### config.mk
export PLATFORM = sky130hd
export DESIGN_NAME = sip_stream_message_framer_unit
export DESIGN_NICKNAME = d
export VERILOG_FILES = /design/src/hw/rtl/ssmf_pkg.sv /design/src/hw/rtl/sip_stream_message_framer_unit.sv
export SDC_FILE = /design/constraint.sdc
export NUM_CORES = 1
export LEC_CHECK = 0
export BUFFER_PORTS_ARGS = -buffer_cell sky130_fd_sc_hd__buf_4
export CAP_MARGIN = 25
export CORE_AREA = 4 4 156 158
export DETAILED_ROUTE_END_ITERATION = 6
export DIE_AREA = 0 0 160 162
export PLACE_DENSITY = 0.59
export SLEW_MARGIN = 10
export SYNTH_ARGS = -nofsm -noshare
export SYNTH_HDL_FRONTEND = slang
export SYNTH_SLANG_ARGS = --single-unit
### constraint.sdc
create_clock -name clk -period 6.95 [get_ports clk]
set_clock_uncertainty 0.2 [all_clocks]
set_input_delay 0.3475 -clock clk [delete_from_list [all_inputs] [get_ports clk]]
set_output_delay 0.3475 -clock clk [all_outputs]
set_load 0.1 [all_outputs]
### src/hw/rtl/ssmf_pkg.sv
// Shared types, character codes and helper functions for the SIP stream framer.
`default_nettype none

package ssmf_pkg;

  // Request kinds carried on the input tuser bit
  localparam logic CMD_DATA    = 1'b0;
  localparam logic CMD_RESTART = 1'b1;

  // Character codes
  localparam logic [7:0] CH_LF    = 8'h0A;
  localparam logic [7:0] CH_CR    = 8'h0D;
  localparam logic [7:0] CH_TAB   = 8'h09;
  localparam logic [7:0] CH_SPACE = 8'h20;
  localparam logic [7:0] CH_ZERO  = 8'h30;
  localparam logic [7:0] CH_NINE  = 8'h39;
  localparam logic [7:0] CH_UP_A  = 8'h41;
  localparam logic [7:0] CH_UP_Z  = 8'h5A;

  // Length of the "\nContent-Length: " search pattern
  localparam logic [4:0] PATTERN_LEN = 5'd17;

  // Message framing phase
  typedef enum logic [2:0] {
    PH_HDR  = 3'b001,  // inside a header line
    PH_NL   = 3'b010,  // just after a newline
    PH_BODY = 3'b100   // counting body bytes
  } phase_t;

  // Content-Length field parse phase
  typedef enum logic [3:0] {
    NP_MATCH = 4'b0001,  // still looking for the field name
    NP_BLANK = 4'b0010,  // skipping spaces and tabs
    NP_DIGIT = 4'b0100,  // accumulating digits
    NP_DONE  = 4'b1000   // value complete
  } nphase_t;

  // ASCII lower-casing
  function automatic logic [7:0] lower_char(input logic [7:0] c);
    lower_char = (c >= CH_UP_A && c <= CH_UP_Z) ? 8'(c + 8'd32) : c;
  endfunction

  // Lower-case search pattern, one character per position
  function automatic logic [7:0] pattern_char(input logic [4:0] pos);
    unique case (pos)
      5'd0:    pattern_char = 8'h0A;  // newline
      5'd1:    pattern_char = 8'h63;  // c
      5'd2:    pattern_char = 8'h6F;  // o
      5'd3:    pattern_char = 8'h6E;  // n
      5'd4:    pattern_char = 8'h74;  // t
      5'd5:    pattern_char = 8'h65;  // e
      5'd6:    pattern_char = 8'h6E;  // n
      5'd7:    pattern_char = 8'h74;  // t
      5'd8:    pattern_char = 8'h2D;  // -
      5'd9:    pattern_char = 8'h6C;  // l
      5'd10:   pattern_char = 8'h65;  // e
      5'd11:   pattern_char = 8'h6E;  // n
      5'd12:   pattern_char = 8'h67;  // g
      5'd13:   pattern_char = 8'h74;  // t
      5'd14:   pattern_char = 8'h68;  // h
      5'd15:   pattern_char = 8'h3A;  // :
      5'd16:   pattern_char = 8'h20;  // space
      default: pattern_char = 8'h00;
    endcase
  endfunction

  function automatic logic is_digit(input logic [7:0] c);
    is_digit = (c >= CH_ZERO) && (c <= CH_NINE);
  endfunction

endpackage

`default_nettype wire

### src/hw/rtl/sip_stream_message_framer_unit.sv
// SIP stream message framer: marks message ends from blank lines and Content-Length.
//
// Usage:
//  - Input channel (in_*): one request per byte. in_tuser selects a data byte (0)
//    or a parser restart after the connection closed (1); a restart gives no result.
//  - Output channel (out_*): one result per data byte, the byte passed through with
//    tlast set on the last byte of a message, in_body on body bytes, and the
//    Content-Length value parsed so far with its saturation flag.
//  - Results are registered: a byte accepted at an edge shows on out_* after it.
//  - Throughput is one byte per cycle while results are taken; the single result
//    register decides it; in_tready stays high while it is empty or being taken.
//  - When the receiver stalls, the result holds and in_tready drops until it is taken.
//  - Reset (rst_n low, synchronous) empties the result register and returns the
//    parser to the start of a header, exactly as a restart request does.
//  - The length saturates at 2**LENGTH_BITS - 1 and sets the overflow flag.
`default_nettype none

module sip_stream_message_framer_unit #(
  parameter int LENGTH_BITS = 24
) (
  input  wire logic                                     clk,
  input  wire logic                                     rst_n,
  // input: [7:0] in_byte
  input  wire logic [7:0]                               in_tdata,
  // input: [0] cmd
  input  wire logic [0:0]                               in_tuser,
  input  wire logic                                     in_tvalid,
  output logic                                          in_tready,
  // output: [7:0] out_byte, [LENGTH_BITS+7:8] body_length, zero pad above
  output logic [((8 + LENGTH_BITS + 7) / 8) * 8 - 1:0]  out_tdata,
  // output: [0] in_body, [1] length_overflow
  output logic [1:0]                                    out_tuser,
  output logic                                          out_tlast,
  output logic                                          out_tvalid,
  input  wire logic                                     out_tready
);
  import ssmf_pkg::*;

  localparam int TDATA_W = ((8 + LENGTH_BITS + 7) / 8) * 8;
  localparam logic [LENGTH_BITS-1:0] LEN_MAX = '1;

  // Parser state
  phase_t                 phase_r, phase_nxt;
  nphase_t                nphase_r, nphase_nxt;
  logic [4:0]             mpos_r, mpos_nxt;
  logic [LENGTH_BITS-1:0] len_r, len_nxt;
  logic                   ovf_r, ovf_nxt;
  logic [LENGTH_BITS-1:0] bcnt_r, bcnt_nxt;

  // Result register
  logic                   out_valid_r;
  logic [7:0]             obyte_r, obyte_nxt;
  logic                   oend_r, oend_nxt;
  logic                   obody_r, obody_nxt;
  logic [LENGTH_BITS-1:0] olen_r, olen_nxt;
  logic                   oovf_r, oovf_nxt;

  logic                   in_acc;
  logic [7:0]             c;
  logic [3:0]             digit;
  logic [LENGTH_BITS+3:0] acc10;
  logic                   sat;
  logic [LENGTH_BITS-1:0] len_add;

  assign in_tready = !out_valid_r || out_tready;
  assign in_acc    = in_tvalid && in_tready;
  assign c         = in_tdata;

  // Decimal digit accumulate: len * 10 + digit, saturated
  assign digit   = 4'(c - CH_ZERO);
  assign acc10   = {1'b0, len_r, 3'b000} + {3'b000, len_r, 1'b0} + (LENGTH_BITS + 4)'(digit);
  assign sat     = acc10 > (LENGTH_BITS + 4)'(LEN_MAX);
  assign len_add = sat ? LEN_MAX : acc10[LENGTH_BITS-1:0];

  // Per-byte parse step
  always_comb begin
    phase_nxt  = phase_r;
    nphase_nxt = nphase_r;
    mpos_nxt   = mpos_r;
    len_nxt    = len_r;
    ovf_nxt    = ovf_r;
    bcnt_nxt   = bcnt_r;
    obyte_nxt  = c;
    oend_nxt   = 1'b0;
    obody_nxt  = 1'b0;
    olen_nxt   = len_r;
    oovf_nxt   = ovf_r;

    if (in_acc && in_tuser[0] == CMD_RESTART) begin
      phase_nxt  = PH_HDR;
      nphase_nxt = NP_MATCH;
      mpos_nxt   = '0;
      len_nxt    = '0;
      ovf_nxt    = 1'b0;
      bcnt_nxt   = '0;
    end else if (in_acc) begin
      if (phase_r == PH_BODY) begin
        // body byte count
        obody_nxt = 1'b1;
        bcnt_nxt  = bcnt_r + 1'b1;
        oend_nxt  = (bcnt_nxt == len_r);
      end else begin
        // header scan
        unique case (nphase_r)
          NP_MATCH: begin
            if (mpos_r < PATTERN_LEN && lower_char(c) == pattern_char(mpos_r)) begin
              mpos_nxt = 5'(mpos_r + 5'd1);
            end else begin
              mpos_nxt = (c == CH_LF) ? 5'd1 : 5'd0;
            end
            if (mpos_nxt >= PATTERN_LEN) begin
              nphase_nxt = NP_BLANK;
            end
          end
          NP_BLANK: begin
            if (c == CH_SPACE || c == CH_TAB) begin
              nphase_nxt = NP_BLANK;
            end else if (is_digit(c)) begin
              nphase_nxt = NP_DIGIT;
              len_nxt    = len_add;
              ovf_nxt    = ovf_r | sat;
            end else begin
              nphase_nxt = NP_DONE;
            end
          end
          NP_DIGIT: begin
            if (is_digit(c)) begin
              len_nxt = len_add;
              ovf_nxt = ovf_r | sat;
            end else begin
              nphase_nxt = NP_DONE;
            end
          end
          NP_DONE: nphase_nxt = NP_DONE;
          default: nphase_nxt = nphase_r;
        endcase

        // blank-line detection
        if (phase_r == PH_NL) begin
          if (c == CH_LF) begin
            if (len_nxt == '0) begin
              oend_nxt = 1'b1;
            end else begin
              phase_nxt = PH_BODY;
              bcnt_nxt  = '0;
            end
          end else if (c != CH_CR) begin
            phase_nxt = PH_HDR;
          end
        end else begin
          phase_nxt = (c == CH_LF) ? PH_NL : PH_HDR;
        end
      end

      olen_nxt = len_nxt;
      oovf_nxt = ovf_nxt;

      // message done: back to the start of a header
      if (oend_nxt) begin
        phase_nxt  = PH_HDR;
        nphase_nxt = NP_MATCH;
        mpos_nxt   = '0;
        len_nxt    = '0;
        ovf_nxt    = 1'b0;
        bcnt_nxt   = '0;
      end
    end
  end

  // Parser state registers
  always_ff @(posedge clk) begin
    if (!rst_n) begin
      phase_r  <= PH_HDR;
      nphase_r <= NP_MATCH;
      mpos_r   <= '0;
      len_r    <= '0;
      ovf_r    <= 1'b0;
      bcnt_r   <= '0;
    end else begin
      phase_r  <= phase_nxt;
      nphase_r <= nphase_nxt;
      mpos_r   <= mpos_nxt;
      len_r    <= len_nxt;
      ovf_r    <= ovf_nxt;
      bcnt_r   <= bcnt_nxt;
    end
  end

  // Result valid
  always_ff @(posedge clk) begin
    if (!rst_n) begin
      out_valid_r <= 1'b0;
    end else if (in_tready) begin
      out_valid_r <= in_acc && (in_tuser[0] == CMD_DATA);
    end
  end

  // Result payload
  always_ff @(posedge clk) begin
    if (in_acc && in_tuser[0] == CMD_DATA) begin
      obyte_r <= obyte_nxt;
      oend_r  <= oend_nxt;
      obody_r <= obody_nxt;
      olen_r  <= olen_nxt;
      oovf_r  <= oovf_nxt;
    end
  end

  assign out_tvalid = out_valid_r;
  assign out_tdata  = TDATA_W'({olen_r, obyte_r});
  assign out_tuser  = {oovf_r, obody_r};
  assign out_tlast  = oend_r;

`ifndef SYNTH
  // restart request clears the length and body count
  a_restart_clears: assert property (@(posedge clk) disable iff (!rst_n)
    (in_acc && in_tuser[0] == CMD_RESTART) |=> (len_r == '0 && bcnt_r == '0 && !ovf_r))
    else $error("restart did not clear parser state");

  // overflow flag only with a saturated length
  a_ovf_sat: assert property (@(posedge clk) disable iff (!rst_n)
    ovf_r |-> (len_r == LEN_MAX))
    else $error("overflow flag without saturated length");

  // body phase needs a nonzero length not yet reached
  a_body_bounds: assert property (@(posedge clk) disable iff (!rst_n)
    (phase_r == PH_BODY) |-> (len_r != '0 && bcnt_r < len_r))
    else $error("body count out of range");

  // a message end returns the parser to a fresh header
  a_end_resets: assert property (@(posedge clk) disable iff (!rst_n)
    (in_acc && in_tuser[0] == CMD_DATA && oend_nxt) |=>
      (phase_r == PH_HDR && nphase_r == NP_MATCH && mpos_r == '0))
    else $error("parser not reset after message end");
`endif

endmodule

`default_nettype wire
=== After elaboration in Yosys (flattened, before gate mapping) ===
Memory sizes are Yosys's and may differ from the RTL's. A register that Yosys moved wholly into a read port is not among the register bits.
Cells that the tools add are included.

* Memory bits (read-only): 224
* Bits in registers: 97
* Memories: 1
* Word-level logic and storage cells: 128

* Equality and inequality tests: 18
* Mux-type cells: 60
* $lt $le $gt $ge: 7
* Add/sub/neg operators: 6
* Reductions and logical operators: 20
* Bitwise gates (word level): 4

{| class="wikitable"
|+ Memory list
! name !! words !! width !! read ports !! clocked after Yosys merged registers in !! wr ports !! RTL line !! source
|-
| (name not given) || 32 || 7 || 1 || 1 || 0 || ssmf_pkg.sv:45 || <nowiki>unique case (pos)</nowiki>
|}

{| class="wikitable"
|+ Operator list
! cell !! count
|-
| 24-bit two-way mux || 15
|-
| 5-bit two-way mux || 10
|-
| 24-bit one-hot mux with 2 select lines || 1
|-
| 8-bit two-way mux || 5
|-
| 27-bit by 25-bit adder with 28-bit output || 1
|-
| 28-bit by 4-bit adder with 28-bit output || 1
|-
| 28-bit by 24-bit > comparator with 1-bit output (second input constant) || 1
|-
| 24-bit by 1-bit adder with 24-bit output (second input constant) || 1
|-
| 24-bit == test || 1
|-
| 24-bit zero test || 1
|-
| 4-bit two-way mux || 6
|-
| 3-bit two-way mux || 6
|-
| 8-bit by 4-bit == test with 1-bit output (second input constant) || 2
|-
| 4-bit one-hot mux with 4 select lines || 1
|-
| 1-bit two-way mux || 14
|-
| 8-bit by 6-bit adder with 8-bit output (second input constant) || 1
|-
| 8-bit by 6-bit == test with 1-bit output (second input constant) || 1
|-
| 8-bit == test || 1
|-
| 8-bit by 6-bit >= comparator with 1-bit output (second input constant) || 1
|-
| 8-bit by 7-bit >= comparator with 1-bit output (second input constant) || 1
|-
| 8-bit by 6-bit <= comparator with 1-bit output (second input constant) || 1
|-
| 8-bit by 7-bit <= comparator with 1-bit output (second input constant) || 1
|-
| 8-bit by 4-bit inequality test with 1-bit output (second input constant) || 1
|-
| 4-bit AND reduction || 2
|-
| 28 further kinds || 39
|}

=== Depth between registers and ports, before layout ===
Gate-level depths: netlist of run 1.

* Depth in word-level cells: 21
* Gate-level depth with buffers: 23

=== Least setup slack after synthesis of run 1 ===
No wires, ideal clock.

* Kind: register to register
* From: reg len_r[2]
* To: reg with a tool-made name
* Data required time: 6.634 ns
* Cell stages (with the launch flop): 24
* Slack: 1.515 ns
* Library setup time: 0.116 ns
* Arrival: 5.119 ns
* Cell sequence: dfxtp_1 -> clkbuf_1 -> inv_1 -> fa_1 -> inv_1 -> fa_1 -> a21o_1 -> a221oi_2 -> nand2b_1 -> a311oi_1 -> or3_1 -> and3b_1 -> a311o_1 -> nand4b_1 -> o41ai_4 -> o21ai_2 -> o2bb2ai_1 -> and2_1 -> inv_1 -> ha_1 -> inv_1 -> a31o_2 -> o211ai_1 -> o211a_1

{| class="wikitable"
|+ RTL lines
! element !! RTL line !! source
|-
| start: declaration || sip_stream_message_framer_unit.sv:46 || <nowiki>logic [LENGTH_BITS-1:0] len_r, len_nxt;</nowiki>
|-
| start signal: assignment || sip_stream_message_framer_unit.sv:183 || <nowiki>len_r <= len_nxt;</nowiki>
|}

==> Flow_metrics.wiki, run 1 <==
{| class="wikitable"
! Metric !! Value
|-
| Routed wire per std cell || between 20 and 25 um
|-
| Deepest clock path buffer count || 2
|-
| Share of layout cells above drive strength 1 || 11.3%
|-
| Effective utilization at floorplan || a little under two fifths
|-
| Library cell used as clock root buffer || clkbuf_16
|-
| Cell at the slowest stage of the critical path || o41ai_4
|-
| Largest stage delay on the critical path || about 540 ps
|-
| Max_slew headroom || 32.0%
|-
| Pwr per Cell Area || roughly 140 mW/mm^2
|-
| Cells after Synth || between 1,000 and 1,500
|-
| Final non-filler cell total || 1,424
|-
| Total inserted antenna cells || 0
|-
| Mapped Area || 0.00880 sq mm
|-
| I/O Pins || 50
|-
| Post-layout minimum cycle time || about 6000 ps
|-
| Number of placed instances with taps included || 1,406
|-
| Insertion delay to the later sink of the worst-skew pair || approximately 370 ps
|-
| Number of instances on the worst hold path || 1
|-
| Run status || complete, no violations
|-
| Net total in the final layout || between 1,000 and 1,500
|-
| CP Data Required Time || ~7000 ps
|-
| Number of vias in the routed layout || approximately 8,700
|-
| Chip Height || 162 um
|-
| Worst path arrival time || 6180 ps
|-
| Half-perimeter wire length after placement || 21,700 um
|-
| Fraction of the yosys area taken by sequential cells || between 20 and 30%
|-
| Std-Cell Rows || 56
|-
| Slew at the pin closest to its max-slew limit || just over 1000 ps
|-
| Max-Cap Viols || 0
|-
| Number of library cell types mapped by synthesis || 98
|-
| Post-Route Utilization || 42.1%
|-
| Leakage component of the power || around 0.0036 uW
|-
| Crit-path most repeated cell || inv_1
|-
| DRC marker count from the first detailed-route iteration || between 800 and 900
|-
| Worst-case setup margin in the final layout || between 800 and 900 ps
|-
| First-pass GRT wire length || around 45,000 um
|-
| Area overhead of the layout relative to synthesis || 10.5%
|-
| Hold/Removal Path Class || in -> reg
|-
| Syn Area/Cell || approximately 7.9 sq um
|-
| Summed negative setup slack over all endpoints || 0 ps
|-
| Worst setup EP type || register
|-
| Unrepaired setup endpoints after global routing || false
|-
| Clock tree from TritonCTS || built
|-
| Ys async rst share || 0%
|-
| IO buf count || 49
|-
| Flip-flop and latch count after synthesis || between 100 and 150
|-
| Max VDD drop || 0.109 mV
|-
| Instance area at placement || 0.00938 sq mm
|-
| Pin count of the biggest net entering global routing || 43
|-
| Antenna Nets Post-Route || 0
|-
| Remaining global-route overflow || 0
|-
| Crit. path cell count || 22
|-
| Die outline area || approximately 0.026 sq mm
|-
| Final-report setup violation count || 0
|-
| List of cells traversed by the critical path || inv_1 > fa_1 > inv_1 > fa_1 > a21o_1 > a221oi_2 > or3_4 > a2111oi_4 > nor3_2 > o211ai_4 > nor2_2 > a31oi_4 > o41ai_4 > o21ai_2 > o2bb2ai_1 > and2_1 > inv_1 > ha_1 > inv_1 > a31o_2 > o211ai_1 > o211a_1
|-
| All-layer global routing usage || a little over a fifth
|-
| Crit path max fanout || 13
|-
| Post-synth top flop || dfxtp_1
|-
| Count of flip-flops with a built-in enable after synthesis || 35
|-
| Cell class contributing the biggest share of worst-path delay || compound AO/OA/AOI/OAI gates
|-
| Total clock sinks || roughly 100
|-
| Total number of yosys warnings || 0
|-
| Global placer's final weighted congestion || ~0.98
|-
| Number of detailed-routing iterations run before antenna repair || 5
|-
| Clock-pin slew on the worst setup and hold paths || ~80 ps
|-
| R2R cell count || 22
|-
| Crit share post-route || between 80 and 90%
|-
| TritonCTS buffer count || 9
|-
| Vias in the first global route || 8,112
|-
| Post-synth net total || 1,188
|-
| Initial antenna violation count || 0
|-
| Category of the critical setup timing path || reg -> reg
|-
| Total count of hold-check failures in the final report || 0
|-
| Total buffers and inverters traversed by the critical path || 4
|-
| Setup crit start kind || register
|-
| Vias per std cell || about 6.1
|-
| Final count of pins violating max slew || 0
|-
| Post-placement setup slack || roughly 870 ps
|-
| Core footprint || ~0.023 sq mm
|-
| # H-tree levels || 3
|-
| # DRC || 0
|-
| Width of the die || between 150 and 200 um
|-
| Post-Route WL || about 29,000 um
|-
| FMAX || between 0.15 and 0.2 GHz
|-
| Design Area, Final || approximately 0.0097 sq mm
|-
| PostCTS Resize Cnt || 0
|}
-- worst reg2reg max path: cells and delay by family, from the launching register on --
family | cells | cell delay, ps
AO/OA/AOI/OAI | 11 | 2370
adder cells (fa/ha/maj) | 3 | 1210
AND/OR/NAND/NOR | 4 | 1360
flip-flops | 1 | 480
buffers and inverters | 4 | 400
-- layer usage --
metal	vias up	part of all wire (%)	track usage [%]
met2	369	45	35.1
met1	4062	44	29.4
met3	64	7.4	3.17
met5	-	0	0
met4	0	3.6	8.33
li1	4176	-	-
-- cells in the mapped netlist, drive strengths merged (5+ instances only) --
cell type	n	area (sq um)
nand4	22	144
nand2b	13	83.8
and3	13	81.3
nand2	134	505
buf	21	123
a2111oi	6	78.8
a31o	5	43.8
a21o	11	82.6
or3	19	124
nand3	35	180
edfxtp	35	1050
dfxtp	69	1380
o211ai	21	176
clkbuf	44	165
a211oi	11	97.6
or4	12	90.1
o2111ai	5	61.3
inv	32	120
nor4	17	113
nor2	97	367
o31ai	5	37.5
nor3	43	252
nor3b	6	45.0
a31oi	10	77.6
a22oi	10	85.1
nand3b	5	37.5
ha	58	726
o21ai	83	423
o32ai	5	43.8
and2	10	62.6
o22ai	6	37.5
xnor2	42	368
a21oi	98	490
o221ai	6	52.6
xor2	25	219
o21a	5	38.8
nor2b	5	31.3
-- power by group --
group          total (uW)  switching [uW]  internal, uW
clock network         568             259           309
logic                 133             106          27.2
registers             637            2.41           635
total                1340             367           971
-- repair_timing --
item / 4_1_cts / 5_1_grt
hold buffers: 1 / 0
hold endpoints to repair: 1 / 0
setup buffers: 0 / 0
-- layout by cell type, fill, tap and decap left out, types with 8 or more instances in the layout --
cell type / instances
and3_1: 13
a22oi_1: 8
nand2_1: 132
a211oi_1: 8
a21oi_1: 98
a21o_1: 11
o21ai_0: 76
nor4_1: 16
nor2_1: 96
or4_1: 12
or3_1: 18
nand3_1: 34
nand4_1: 21
nor3_1: 37
and2_1: 10
nand2b_1: 12
clkbuf_16: 10
a31oi_1: 9
xor2_1: 25
edfxtp_1: 35
xnor2_1: 42
buf_4: 66
ha_1: 58
dfxtp_1: 69
inv_1: 30
o211ai_1: 19
-- flip-flops by register name, summed over array words and instances (netlist names), 3 cells and up, named ones only --
register / flops
olen_r: 24
len_r: 24
mpos_r: 5
nphase_r: 4
obyte_r: 8
phase_r: 3
bcnt_r: 24
-- kinds of logic after synthesis --
kind of cell,synth area share (%)
AO/OA/AOI/OAI,25.2
adder cells (fa/ha/maj),8.70
AND/OR/NAND/NOR,26.3
flip-flops,27.6
multiplexers,0.725
buffers and inverters,4.68
XOR/XNOR,6.67
-- path summary, 6_finish.rpt --
check	startpoint	to	slack, ps
max reg2reg	len_r[0]	register	830
min reg2reg	phase_r[1]	phase_r[1]	300
max	len_r[0]	register	830
min	in_tdata[6]	obyte_r[6]	20
-- final cells by class --
class                           count  area, sq um
Clock inverter                      5         70.1
Timing Repair Buffer               68          526
Tap cell                          290          363
Multi-Input combinational cell    913         5960
Inverter                           33          124
Clock buffer                       11          254
Fill cell                        2370        13400
Sequential cell                   104         2430
-- per-stage QoR --
step / hold WS, ps / power, uW
after global routing: 28.8 / 1380
after detailed placement: 287 / 784
after floorplan: 239 / 747
final: 20.5 / 1340
after CTS: 20.2 / 1350
after global placement: 265 / 782
(Power assumes the default switching activity.)
==> run 2, diff against run 1 <==
--- a/config.mk
+++ b/config.mk
@@ -10,6 +10,7 @@
 export CORE_AREA = 4 4 156 158
 export DETAILED_ROUTE_END_ITERATION = 6
 export DIE_AREA = 0 0 160 162
+export MAX_ROUTING_LAYER = met4
 export PLACE_DENSITY = 0.59
 export SLEW_MARGIN = 10
 export SYNTH_ARGS = -nofsm -noshare
==> Flow_metrics.wiki, run 2 (synthesis results as in run 1) <==
{| class="wikitable"
! Metric !! Value
|-
| Clock-pin slew on the worst setup and hold paths || 90 ps (about the same)
|-
| Post-CTS setup repair buffer count || 0 (unchanged)
|-
| Worst setup EP type || register
|-
| Deepest clock path buffer count || 2 (unchanged)
|-
| Slew at the pin closest to its max-slew limit || 978 ps (-41.1 ps)
|-
| Max-Cap Viols || 0 (unchanged)
|-
| Leakage component of the power || 0.00361 uW (-0.53%)
|-
| Clock tree from TritonCTS || built
|-
| Highest-count cells in the layout ignoring fill and taps || nand2_1, a21oi_1, nor2_1
|-
| # H-tree levels || 3 (unchanged)
|-
| Remaining global-route overflow || 0 (unchanged)
|-
| TritonCTS buffer count || 9 (unchanged)
|-
| PostCTS Resize Cnt || 0 (unchanged)
|-
| Post-layout minimum cycle time || 6090 ps (-26.8 ps)
|-
| Final-report setup violation count || 0 (unchanged)
|-
| Summed negative setup slack over all endpoints || 0 ps (unchanged)
|-
| Routed wire per std cell || 20.4 um (+1.3%)
|-
| Crit share post-route || 87.6% (-0.38 points)
|-
| Max_slew headroom || 34.8% (+2.7 points)
|-
| Max VDD drop || 0.114 mV (+4.6%)
|-
| Number of detailed-routing iterations run before antenna repair || 5 (unchanged)
|-
| Width of the die || 160 um (unchanged)
|-
| Vias per std cell || 6.03 (-0.93%)
|-
| Worst-case setup margin in the final layout || 861 ps (+26.8 ps)
|-
| Pin count of the biggest net entering global routing || 43 (unchanged)
|-
| Area overhead of the layout relative to synthesis || 10.2%
|-
| Category of the critical setup timing path || reg -> reg
|-
| Total inserted antenna cells || 0 (unchanged)
|-
| Pwr per Cell Area || 135 mW/mm^2 (-2.2%)
|-
| Register-to-Register Setup Slack || 860 ps (+30 ps)
|-
| # DRC || 0 (unchanged)
|-
| Total clock sinks || 104 (unchanged)
|-
| Sw Share || 29.4% (+2.0 points)
|-
| Global placer's final weighted congestion || 0.977 (about the same)
|-
| Insertion delay to the later sink of the worst-skew pair || 370 ps (about the same)
|-
| Half-perimeter wire length after placement || 21,700 um (about the same)
|-
| Initial antenna violation count || 0 (unchanged)
|-
| Net total in the final layout || 1,200 (-0.17%)
|-
| Unrepaired setup endpoints after global routing || false
|-
| First-pass GRT wire length || 45,500 um (+0.52%)
|-
| Total count of hold-check failures in the final report || 0 (unchanged)
|-
| Hold/Removal Path Class || in -> reg
|-
| Most common cell after layout, fill and taps aside || nand2_1
|-
| Vias in the first global route || 8,031 (-1.0%)
|-
| I/O Pins || 50 (unchanged)
|-
| Antenna Nets Post-Route || 0 (unchanged)
|-
| IO buf count || 49 (unchanged)
|-
| All-layer global routing usage || 22.5% (+0.81 points)
|-
| Switching Power || 384 uW (+4.5%)
|-
| Final count of pins violating max slew || 0 (unchanged)
|-
| Std-Cell Rows || 56 (unchanged)
|-
| Post-Route WL || 29,000 um (+1.2%)
|-
| Number of buffers added to fix hold violations after cts || 0 (-1)
|-
| CP Data Required Time || 7000 ps (about the same)
|-
| Core footprint || 0.0231 sq mm (unchanged)
|-
| Chip Height || 162 um (unchanged)
|-
| Int Power || 920 uW (-5.2%)
|-
| Flop pwr share || 48.9% (+1.3 points)
|-
| Worst path arrival time || 6140 ps (-40 ps)
|-
| Crit path max fanout || 7 (-6)
|-
| Clock share of power || 40.9% (-1.5 points)
|-
| Gate power share || 10.2% (+0.3 points)
|-
| Run status || complete, no violations
|-
| R2R cell count || 22 (unchanged)
|-
| Post-placement setup slack || 914 ps (+39.9 ps)
|-
| Top Registers || bcnt_r: 24 flops, len_r: 24 flops, olen_r: 24 flops
|-
| Library cell used as clock root buffer || clkbuf_16
|-
| DRC marker count from the first detailed-route iteration || 766 (-13%)
|-
| Number of instances on the worst hold path || 1 (unchanged)
|-
| Effective utilization at floorplan || 38.1% (unchanged)
|-
| Share of layout cells above drive strength 1 || 11.3% (+0.020 points)
|-
| Die outline area || 0.0259 sq mm (unchanged)
|-
| Number of vias in the routed layout || 8,578 (-1.1%)
|-
| Setup crit start kind || register
|-
| FMAX || 0.164 GHz (+0.44%)
|}
==> run 2: changes by cell type in the layout (fill, tap and decap cells not counted) <==
cell / delta
inv_12: +1
clkinv_8: +2
clkbuf_16: -1
inv_4: +1
dlygate4sd3_1: -1
clkbuf_1: -1
bufinv_16: -1
inv_8: -1
buf_4: -1
==> run 2: final cells by class <==
class,count,area (sq um)
Clock buffer,9,225
Clock inverter,7,83.8
Fill cell,2322,13400
Tap cell,290,363
Sequential cell,104,2430
Timing Repair Buffer,66,508
Inverter,33,124
Multi-Input combinational cell,913,5960
==> run 2: critical path, cell delays in order, from the launching register on <==
cell and delay (ps):
dfxtp_1 490, inv_1 100, fa_1 510, inv_1 70, fa_1 450, a21o_1 230, a221oi_2 530, nand2b_1 200
a311oi_1 110, or3_1 360, and3b_1 220, a311o_1 340, nand4b_1 300, o41ai_4 430, o21ai_2 110, o2bb2ai_1 200
and2_1 280, inv_1 140, ha_1 240, inv_1 110, a31o_2 110, o211ai_1 80, o211a_1 150
==> run 2: routing by layer <==
layer | global-route usage (%) | up-vias | part of all wire [%]
li1 | - | 4179 | -
met1 | 29.6 | 4004 | 45
met2 | 36.0 | 333 | 46
met3 | 2.87 | 62 | 6.0
met4 | 7.67 | 0 | 3.2
met5 | - | - | 0
==> run 2: path summary, 6_finish.rpt <==
path	startpoint	endpoint
worst min-delay path	in_tdata[7]	obyte_r[7]
worst min register to register	phase_r[1]	phase_r[1]
worst max register to register	len_r[0]	register
worst max-delay path	len_r[0]	register
==> run 2: stage by stage <==
step	instances	hold WS [ps]	area [sq um]	util [%]	power, uW
finish	1422	10.0	9690	41.9	1300
global route	1422	6.50	9690	41.9	1350
CTS	1422	4.02	9690	41.9	1320
detailed placement	1406	280	9380	40.6	784
global placement	1405	261	9360	40.5	782
floorplan	1115	239	8800	-	747
==> run 2: power by group through the flow <==
stage / registers (uW) / clock network [uW] / logic [uW]
after floorplan: 704 / 0 / 43.0
after global placement: 651 / 0 / 130
after detailed placement: 652 / 0 / 133
after CTS: 638 / 546 / 133
after global routing: 638 / 570 / 140
final: 637 / 534 / 133
==> run 3, diff against run 2 <==
--- a/config.mk
+++ b/config.mk
@@ -5,11 +5,13 @@
 export SDC_FILE = /design/constraint.sdc
 export NUM_CORES = 1
 export LEC_CHECK = 0
+export ABC_AREA = 1
 export BUFFER_PORTS_ARGS = -buffer_cell sky130_fd_sc_hd__buf_4
 export CAP_MARGIN = 25
-export CORE_AREA = 4 4 156 158
+export CORE_AREA = 4 4 158 160
 export DETAILED_ROUTE_END_ITERATION = 6
-export DIE_AREA = 0 0 160 162
+export DIE_AREA = 0 0 162 164
+export HOLD_SLACK_MARGIN = 0.05
 export MAX_ROUTING_LAYER = met4
 export PLACE_DENSITY = 0.59
 export SLEW_MARGIN = 10
==> Flow_metrics.wiki, run 3 <==
{| class="wikitable"
! Metric !! Value
|-
| Mapped Area || 0.00906 sq mm (+3.0%)
|-
| Effective utilization at floorplan || 38.7% (+0.66 points)
|-
| Worst setup EP type || register
|-
| R2R cell count || 30 (+36%)
|-
| Fraction of the yosys area taken by sequential cells || 26.8% (-0.80 points)
|-
| Instance area at placement || 0.00972 sq mm (+3.6%)
|-
| Number of instances on the worst hold path || 6 (+5)
|-
| Library cell used as clock root buffer || clkbuf_16
|-
| Antenna Nets Post-Route || 0 (unchanged)
|-
| Reg area || 0.00243 sq mm (unchanged)
|-
| Total clock sinks || 104 (unchanged)
|-
| Syn Area/Cell || 6.51 sq um (-18%)
|-
| Deepest clock path buffer count || 2 (unchanged)
|-
| Leakage component of the power || 0.00499 uW (+38%)
|-
| Post-synth net total || 1,465 (+23%)
|-
| Number of detailed-routing iterations run before antenna repair || 6 (+1)
|-
| Max VDD drop || 0.0960 mV (-16%)
|-
| Vias per std cell || 5.15 (-15%)
|-
| Startpoint of the lowest-slack register-to-register path || len_r[0]
|-
| I/O Pins || 50 (unchanged)
|-
| Cells after Synth || 1,392 (+25%)
|-
| Most common cell after layout, fill and taps aside || nand2_1
|-
| Design Area, Final || 0.0101 sq mm (+4.1%)
|-
| # DRC || 0 (unchanged)
|-
| Summed negative setup slack over all endpoints || 0 ps (unchanged)
|-
| Post-CTS setup repair buffer count || 0 (unchanged)
|-
| Hold/Removal Path Class || in -> reg
|-
| Width of the die || 162 um (+1.3%)
|-
| Register-to-Register Setup Slack || 1490 ps (+630 ps)
|-
| Launch instance of the worst min-delay path || out_tready
|-
| Max-Cap Viols || 0 (unchanged)
|-
| Crit-path most repeated cell || nand2_1
|-
| Post-Route Utilization || 43.1% (+1.2 points)
|-
| Routed wire per std cell || 16.1 um (-21%)
|-
| Ys async rst share || 0% (unchanged)
|-
| TritonCTS buffer count || 9 (unchanged)
|-
| Share of layout cells above drive strength 1 || 10.3% (-1.0 points)
|-
| Final-report setup violation count || 0 (unchanged)
|-
| Unrepaired setup endpoints after global routing || false
|-
| Pwr per Cell Area || 133 mW/mm^2 (-1.4%)
|-
| Count of flip-flops with a built-in enable after synthesis || 35 (unchanged)
|-
| Final count of pins violating max slew || 0 (unchanged)
|-
| Total count of hold-check failures in the final report || 0 (unchanged)
|-
| Post-layout minimum cycle time || 5620 ps (-464 ps)
|-
| Cell class contributing the biggest share of worst-path delay || simple AND/OR/NAND/NOR gates
|-
| All-layer global routing usage || 22.0% (-0.52 points)
|-
| Max_slew headroom || 44.2% (+9.4 points)
|-
| Clock-pin slew on the worst setup and hold paths || 70 ps (-20 ps)
|-
| Hold Crit Endpoint || out_tvalid
|-
| Category of the critical setup timing path || in -> reg
|-
| Number of library cell types mapped by synthesis || 50 (-49%)
|-
| Number of placed instances with taps included || 1,731 (+23%)
|-
| IO buf count || 49 (unchanged)
|-
| Die outline area || 0.0266 sq mm (+2.5%)
|-
| Total buffers and inverters traversed by the critical path || 5 (+1)
|-
| Setup crit start kind || input port
|-
| Post-Route WL || 28,300 um (-2.4%)
|-
| # H-tree levels || 3 (unchanged)
|-
| FMAX || 0.178 GHz (+8.3%)
|-
| First-pass GRT wire length || 45,100 um (-1.0%)
|-
| Std-Cell Rows || 56 (unchanged)
|-
| Most frequent cell after synthesis || nand2_1
|-
| Core footprint || 0.0234 sq mm (+1.2%)
|-
| Final non-filler cell total || 1,756 (+23%)
|-
| Slew at the pin closest to its max-slew limit || 835 ps (-143 ps)
|-
| Crit share post-route || 80.9% (-6.7 points)
|-
| Post-synth top flop || dfxtp_1
|-
| DRC marker count from the first detailed-route iteration || 739 (-3.5%)
|-
| Run status || complete, no violations
|-
| Insertion delay to the later sink of the worst-skew pair || 360 ps (about the same)
|-
| Top cells by area in the synthesized netlist || nand2_1, dfxtp_1, edfxtp_1
|-
| Post-synth top area cell || nand2_1
|-
| Crit path max fanout || 16 (+9)
|-
| FILL cells || 2,505 (+7.9%)
|-
| Fraction of synthesized cell area taken by the top area cell type || 16.5% (+0.79 points)
|-
| Total number of yosys warnings || 0 (unchanged)
|-
| Cell at the slowest stage of the critical path || fa_1
|-
| Pin count of the biggest net entering global routing || 54 (+26%)
|-
| Worst path arrival time || 5720 ps (-420 ps)
|-
| Net total in the final layout || 1,505 (+25%)
|-
| Number of vias in the routed layout || 9,035 (+5.3%)
|-
| Area overhead of the layout relative to synthesis || 11.4%
|-
| Global placer's final weighted congestion || 0.934 (-4.4%)
|-
| Largest stage delay on the critical path || 560 ps (+30 ps)
|-
| Chip Height || 164 um (+1.2%)
|-
| Area used by multi-input combinational logic || 0.00565 sq mm (-5.2%)
|-
| Clock tree from TritonCTS || built
|-
| Remaining global-route overflow || 0 (unchanged)
|-
| Initial antenna violation count || 0 (unchanged)
|-
| Top Registers || bcnt_r: 24 flops, len_r: 24 flops, olen_r: 24 flops
|-
| Highest-count cells in the layout ignoring fill and taps || nand2_1, inv_1, nor2_1
|-
| Most numerous cell types in the synthesized netlist || nand2_1, inv_1, nor2_1
|-
| PostCTS Resize Cnt || 0 (unchanged)
|-
| CP Data Required Time || 7040 ps (+40 ps)
|-
| Total inserted antenna cells || 0 (unchanged)
|-
| Vias in the first global route || 8,484 (+5.6%)
|-
| Flip-flop and latch count after synthesis || 104 (unchanged)
|-
| Half-perimeter wire length after placement || 21,700 um (-0.16%)
|}
==> run 3: timing repair <==
action,4_1_cts,5_1_grt
hold endpoints to repair,9,0
hold buffers,9,0
endpoints found under the setup margin,0,0
==> run 3: through the flow <==
stage	setup slack (ps)	power [uW]	hold WS (ps)
2_1_floorplan	2430	809	245
3_3_place_gp	1650	856	255
3_5_place_dp	1560	857	265
4_1_cts	1380	1350	145
5_1_grt	977	1390	193
6_report	1330	1340	156
==> run 3: cells by family after synthesis <==
| kind of cell | count (synthesis) | synth area share, % |
|---|---|---|
| and+or+nand+nor | 709 | 35.7 |
| buffers and inverters | 253 | 11.0 |
| AOI/OAI and AO/OA | 220 | 13.5 |
| DFF | 104 | 26.8 |
| adders and majority gates | 60 | 8.45 |
| xor gates and xnor gates | 46 | 4.45 |
==> run 3: layer usage <==
metal | wire length [um] | vias to the layer above | track usage, %
met1 | 12700 | 4090 | 28.5
li1 | - | 4621 | -
met2 | 13100 | 272 | 35.5
met4 | 928 | 0 | 7.50
met3 | 1550 | 52 | 3.01
met5 | 0 | - | -
==> run 3: how the worst max path moves through the flow <==
stage | slack (ps) | to | depth (start not counted) | from
floorplan | 2430 | register | 31 | len_r[0]
global placement | 1650 | register | 31 | in_tdata[3]
detailed placement | 1560 | register | 31 | in_tdata[3]
CTS | 1380 | register | 32 | in_tdata[3]
global route | 980 | register | 32 | in_tdata[3]
finish | 1330 | register | 32 | in_tdata[3]
==> run 3: area by class of cell <==
class / instances / area share [%]
multi-input combinational: 1035 / 55.9
sequential: 104 / 24.1
inverter: 215 / 8.00
timing repair buffer: 67 / 5.21
tap: 319 / 3.95
clock buffer: 9 / 2.23
clock inverter: 7 / 0.570
==> run 3: power by group <==
| group | total [uW] | leakage [uW] | switching [uW] | internal [uW] |
|---|---|---|---|---|
| clock network | 493 | 0.000134 | 246 | 247 |
| logic | 192 | 0.00397 | 143 | 49.5 |
| registers | 654 | 0.000891 | 9.18 | 645 |
| total | 1340 | 0.00499 | 398 | 941 |
==> run 3: worst min-delay path: stages <==
cell     delay, ps
buf_4           70
inv_1           30
nand2_1         90
nand2_1         60
nand2_1         50
inv_1           30
